### config.mk
export PLATFORM = sky130hd
export DESIGN_NAME = tps_queue
export DESIGN_NICKNAME = d
export VERILOG_FILES = /design/src/hw/rtl/tps_pkg.sv /design/src/hw/rtl/tps_queue.sv
export SDC_FILE = /design/constraint.sdc
export NUM_CORES = 1
export LEC_CHECK = 0
export ABC_AREA = 0
export BUFFER_PORTS_ARGS = -buffer_cell sky130_fd_sc_hd__buf_2
export CAP_MARGIN = 5
export CORE_AREA = 8 8 381 383
export DETAILED_ROUTE_END_ITERATION = 8
export DIE_AREA = 0 0 389 391
export MAX_ROUTING_LAYER = met4
export PLACE_DENSITY = 0.54
export SLEW_MARGIN = 40
export SYNTH_ARGS = -nofsm -noshare
export SYNTH_HDL_FRONTEND = slang
export SYNTH_SLANG_ARGS = --single-unit
### constraint.sdc
create_clock -name clk_i -period 24.4 [get_ports clk_i]
set_input_delay 3.66 -clock clk_i [delete_from_list [all_inputs] [get_ports clk_i]]
set_output_delay 3.66 -clock clk_i [all_outputs]
set_load 0.01 [all_outputs]
### src/hw/rtl/tps_pkg.sv
// Shared types, widths and codes for the triangle plane splitter.
`default_nettype none

package tps_pkg;

  localparam int COORD_W = 32;
  localparam int NRM_W   = 16;
  localparam int PROD_W  = NRM_W + COORD_W;
  localparam int DIST_W  = PROD_W + 2;
  localparam int MAG_W   = DIST_W + 1;
  localparam int REM_W   = MAG_W + 1;
  localparam int T_W     = 32;
  localparam int T_FRAC  = 31;
  localparam int CNT_W   = $clog2(T_W);
  localparam int DIFF_W  = COORD_W + 1;
  localparam int LPROD_W = 2 * DIFF_W;
  localparam int SUM_W   = COORD_W + 4;
  localparam int OFFS_SH = 14;
  localparam int QDEPTH  = 2;

  localparam logic [1:0] KIND_FRONT     = 2'd0;
  localparam logic [1:0] KIND_BACK      = 2'd1;
  localparam logic [1:0] KIND_FRONT_CAP = 2'd2;
  localparam logic [1:0] KIND_BACK_CAP  = 2'd3;

  // Axis 0 is x, 1 is y, 2 is z.
  typedef logic [2:0][COORD_W-1:0] vec_t;

  typedef struct packed {
    logic signed [NRM_W-1:0]   nx;
    logic signed [NRM_W-1:0]   ny;
    logic signed [NRM_W-1:0]   nz;
    logic signed [COORD_W-1:0] offs;
  } plane_t;

  typedef struct packed {
    logic             split;
    logic             iso_front;
    vec_t             p0;
    vec_t             p1;
    vec_t             p2;
    logic [MAG_W-1:0] num1;
    logic [MAG_W-1:0] den1;
    logic [MAG_W-1:0] num2;
    logic [MAG_W-1:0] den2;
  } job_t;

  typedef struct packed {
    logic [1:0] kind;
    vec_t       v0;
    vec_t       v1;
    vec_t       v2;
    logic       last;
  } res_t;

  function automatic logic [MAG_W-1:0] mag(input logic signed [MAG_W-1:0] v);
    return v[MAG_W-1] ? MAG_W'(-v) : MAG_W'(v);
  endfunction

endpackage

`default_nettype wire

### src/hw/rtl/tps_queue.sv
// Two-entry job queue between the classifier and the split engine.
`default_nettype none

module tps_queue import tps_pkg::*; (
  input  wire logic clk_i,
  input  wire logic rst_ni,
  input  wire logic push_i,
  input  wire job_t data_i,
  output logic      full_o,
  input  wire logic pop_i,
  output job_t      data_o,
  output logic      empty_o
);

  localparam int PTR_W = $clog2(QDEPTH);

  job_t             mem_q [QDEPTH];
  logic [PTR_W-1:0] wr_q, rd_q;
  logic [PTR_W:0]   cnt_q;
  logic             do_push, do_pop;

  assign full_o  = (cnt_q == (PTR_W+1)'(QDEPTH));
  assign empty_o = (cnt_q == '0);
  assign do_push = push_i && !full_o;
  assign do_pop  = pop_i && !empty_o;
  assign data_o  = mem_q[rd_q];

  always_ff @(posedge clk_i) begin
    if (do_push) mem_q[wr_q] <= data_i;
  end

  always_ff @(posedge clk_i or negedge rst_ni) begin
    if (!rst_ni) begin
      wr_q  <= '0;
      rd_q  <= '0;
      cnt_q <= '0;
    end else begin
      if (do_push) wr_q <= (wr_q == PTR_W'(QDEPTH - 1)) ? '0 : wr_q + 1'b1;
      if (do_pop)  rd_q <= (rd_q == PTR_W'(QDEPTH - 1)) ? '0 : rd_q + 1'b1;
      if (do_push && !do_pop)      cnt_q <= cnt_q + 1'b1;
      else if (do_pop && !do_push) cnt_q <= cnt_q - 1'b1;
    end
  end

endmodule

`default_nettype wire

==> reports/summary.md <==
Counting cells, the worst reg-to-reg path comes to 7. In the post-synthesis netlist, the biggest area contributors are sky130_fd_sc_hd__edfxtp_1 82%, sky130_fd_sc_hd__mux2_2 15%, sky130_fd_sc_hd__buf_6 1.6%. The tools report the total power consumption of the routed design as 0.00558 W. The register-to-register setup slack is 20.31 ns, and the share of the synthesized area in compound gates (AO/OA/AOI/OAI) is 0.0139%.

The first TritonRoute pass finished after 5 iterations. In this run the critical register-to-register path is captured at mem_q[0][53]. The initial antenna violation count was 60; the area share of xor/xnor cells in the synthesized design was 0.122%. For the number of distinct library cells after synthesis, the log shows 14. The antenna violation net count after detailed routing was 0. In this run the tightest slew margin relative to its limit is 46.3%. The tools report the post-route cell area as 46,300 µm². The critical path arrival is 4.03 ns. Routability-driven placement finished with a final weighted congestion of 0.830.

Top cell type by total area after synthesis: sky130_fd_sc_hd__edfxtp_1. The first routing iteration left 1,272 violations. The library cells used most frequently in the layout, excluding fill and tap cells, are 993 x sky130_fd_sc_hd__buf_2, 988 x sky130_fd_sc_hd__edfxtp_1, 494 x sky130_fd_sc_hd__mux2_2. The post-CTS clock slew at the launch and capture registers of the worst setup and hold paths is 0.06 ns, and the final setup skew is 0.0420 ns. The flow ran to the end, and the final reports show no timing, DRC or antenna violations. The internal power contribution is 0.00385 W, and the number of maximum-capacitance violations is 0.

The share of post-route cells with drive strength above 1 is 61.1%, and the post-synthesis to final-layout area growth is 28.5%. The count of endpoints failing hold in the final timing report is 0. TritonCTS built the clock tree.

The number of nets handed over by synthesis was 2,055. The remaining global-route overflow is 0, and the number of register bits inferred by synthesis is 992. The post-synthesis cell count was 1,556; the largest buffer count on any clock path was 3. The tools report the number of global-route vias before repair as 19,700. The number of CTS-inserted buffers was 104; the share of total power consumed by net switching was 31.1%. For this run, the top clock speed supported by timing is 130 MHz. The clock reaches the later pin of the worst-skew pair after 0.70 ns.

The simple-gate share of the synthesized area came out at 0.0764%. The tools report the final worst-path setup slack as 16.71 ns. The total number of vias was 18,900; the overall die width was 389 µm.

Leading cell type in the layout, fill and taps excluded: sky130_fd_sc_hd__buf_2. The die covers 152,000 µm². Mux share of post-synthesis cell area: 15.4%. OpenSTA, run right after detailed placement, puts the worst setup slack at 16.62 ns. The worst setup path is captured at a primary output.

Adding up every negative setup slack in the final design gives 0 ns. The count of hold-fix buffers inserted at cts is 0, and the post-synthesis area per instance is 23.2 µm². At the end of the flow, the number of nets in the layout was 3,123. The worst setup path is of the flop to primary output kind. The peak fanout along the critical path came out at 68. For hold timing, the worst endpoint is cnt_q[1].

The run gives 3 as the deepest level of the CTS H-tree. Across all hold checks on the routed design, the worst slack comes to 0.531 ns. The post-CTS setup-driven buffer insertion count is 0. The quantity of gates resized following cts is 0. STA classifies the critical path startpoint as a flop. Detailed-route wire length: 103,000 µm.

In this run the critical register-to-register path is launched from cnt_q[0]. The starting density of the core is 25.9%. The number of input and output port buffers inserted is 993, and the mean routed wirelength per cell is 22.6 µm.

The initialized floorplan defines 137 standard-cell rows. The worst hold path belongs to the class flop to flop. The total area inside the core boundary comes to 139,000 µm². Once placement finished, the instance area stood at 43,000 µm². For the share of total power in the clock network, the log shows 26.2%. Switching power summed over all nets: 0.00173 W.

The tools report the number of pins with negative max-slew slack in the final report as 0. The largest net degree at the start of global routing is 133, and the clock sink count is 992. The leakage power figure is 16.8 nW. The pin slew with the least headroom to its limit works out to 0.805 ns. During synthesis, Yosys emitted a total of 0 warnings.

The fraction of power consumed by sequential logic came out at 43.4%. The mean number of vias per cell is 4.14, and the HPWL reported at the end of detailed placement is 76,100 µm. The tools report the global-route total usage across every layer as 13.1%.

The worst min-delay path startpoint is cnt_q[1]. The peak ir drop on the vdd network was 0.0000638 V; the combinational cell fraction of total power was 30.5%. Summing the sequential cell areas from Yosys gives 82.6% of the chip area.

The share of the synthesized area in the top cell type works out to 82.4%. By area, the combinational part of the netlist is dominated by multiplexers. 994 I/O pins were placed. Number of cells traversed by the worst hold path: 1.

The cell sitting at the root of the clock tree is a sky130_fd_sc_hd__clkbuf_16. The power density normalized to cell area is 121 nW/µm², and the time the final worst path needs with I/O delays and setup is 7.69 ns. The run gives 0 as the final-report setup violation count. Setup repair after global routing left no endpoint under its margin. After layout, the worst path uses 31.5% of the clock period. The die is 391 µm tall. The logs give 141,000 µm for the first-pass GRT wire length and 0 for the total DRC errors in the routed layout.

After synthesis the cells add up to 36,000 µm². The synthesized netlist devotes 0.0347% of its cell area to adder and majority cells. The critical path required time came out at 20.74 ns.
==> power by group through the flow <==
stage / Sequential [W] / Combinational, W / Clock (W)
final: 0.00242 / 0.00170 / 0.00146
after global routing: 0.00245 / 0.00181 / 0.00157
after CTS: 0.00244 / 0.00173 / 0.00151
after detailed placement: 0.00247 / 0.00172 / 0
after global placement: 0.00247 / 0.00171 / 0
after floorplan: 0.00264 / 0.00104 / 0
==> cells in the mapped netlist, drive strengths merged <==
cell,count
and3,1
buf,55
dfrtp,4
edfxtp,988
ha,1
inv,2
mux2,494
nand2,1
nand2b,1
nor2,3
o21ai,1
xnor2,3
xor2,2
==> metal layers <==
layer	vias to the layer above	track usage, %	share of wire [%]
li1	8478	-	-
met2	756	21.6	50
met1	9465	14.5	38
met5	-	-	0
met4	0	4.59	2.8
met3	169	5.36	9.4
==> sequential cells by signal (all words and copies together) (netlist names) <==
name and flops:
cnt_q 2, wr_q 1, rd_q 1, mem_q 988
==> area by class of cell <==
class                   count  area (µm²)
clock inverters            50         433
multi-input cells         507        5660
inverters                   2        7.51
flip-flops and latches    992       29800
repair buffers           1017        5310
well taps                1807        2260
clock buffers             133        2710
diodes                     51         128
fillers                 13400       92600
==> critical path, cell delays in order, from the launching register on <==
cell	delay, ns
sky130_fd_sc_hd__dfrtp_4	0.69
sky130_fd_sc_hd__buf_6	0.54
sky130_fd_sc_hd__buf_4	0.74
sky130_fd_sc_hd__buf_6	0.56
sky130_fd_sc_hd__mux2_2	0.42
sky130_fd_sc_hd__buf_2	0.14
==> worst max-delay path by stage <==
stage | startpoint | to
after floorplan | push_i | mem_q[0][0]
after global placement | push_i | mem_q[0][45]
after detailed placement | rd_q | data_o[83]
after CTS | rd_q | data_o[83]
after global routing | rd_q | data_o[83]
final | rd_q | data_o[83]
==> through the flow <==
step                      utilization, %  instances
final                               33.3       4559
after global routing                33.3       4552
after CTS                           33.2       4506
after detailed placement            30.9       4323
after global placement              30.9       4320
after floorplan                        -       1556
==> logic make-up (layout without fill, tap and decap cells) <==
group / count (synthesis) / count (layout)
adder cells (fa/ha/maj): 1 / 1
XOR/XNOR: 5 / 5
AND/OR/NAND/NOR: 6 / 6
AO/OA/AOI/OAI: 1 / 1
multiplexers: 494 / 494
flip-flops: 992 / 992
other: 0 / 51
buffers and inverters: 57 / 1202
Power figures use the tool's default switching activity.
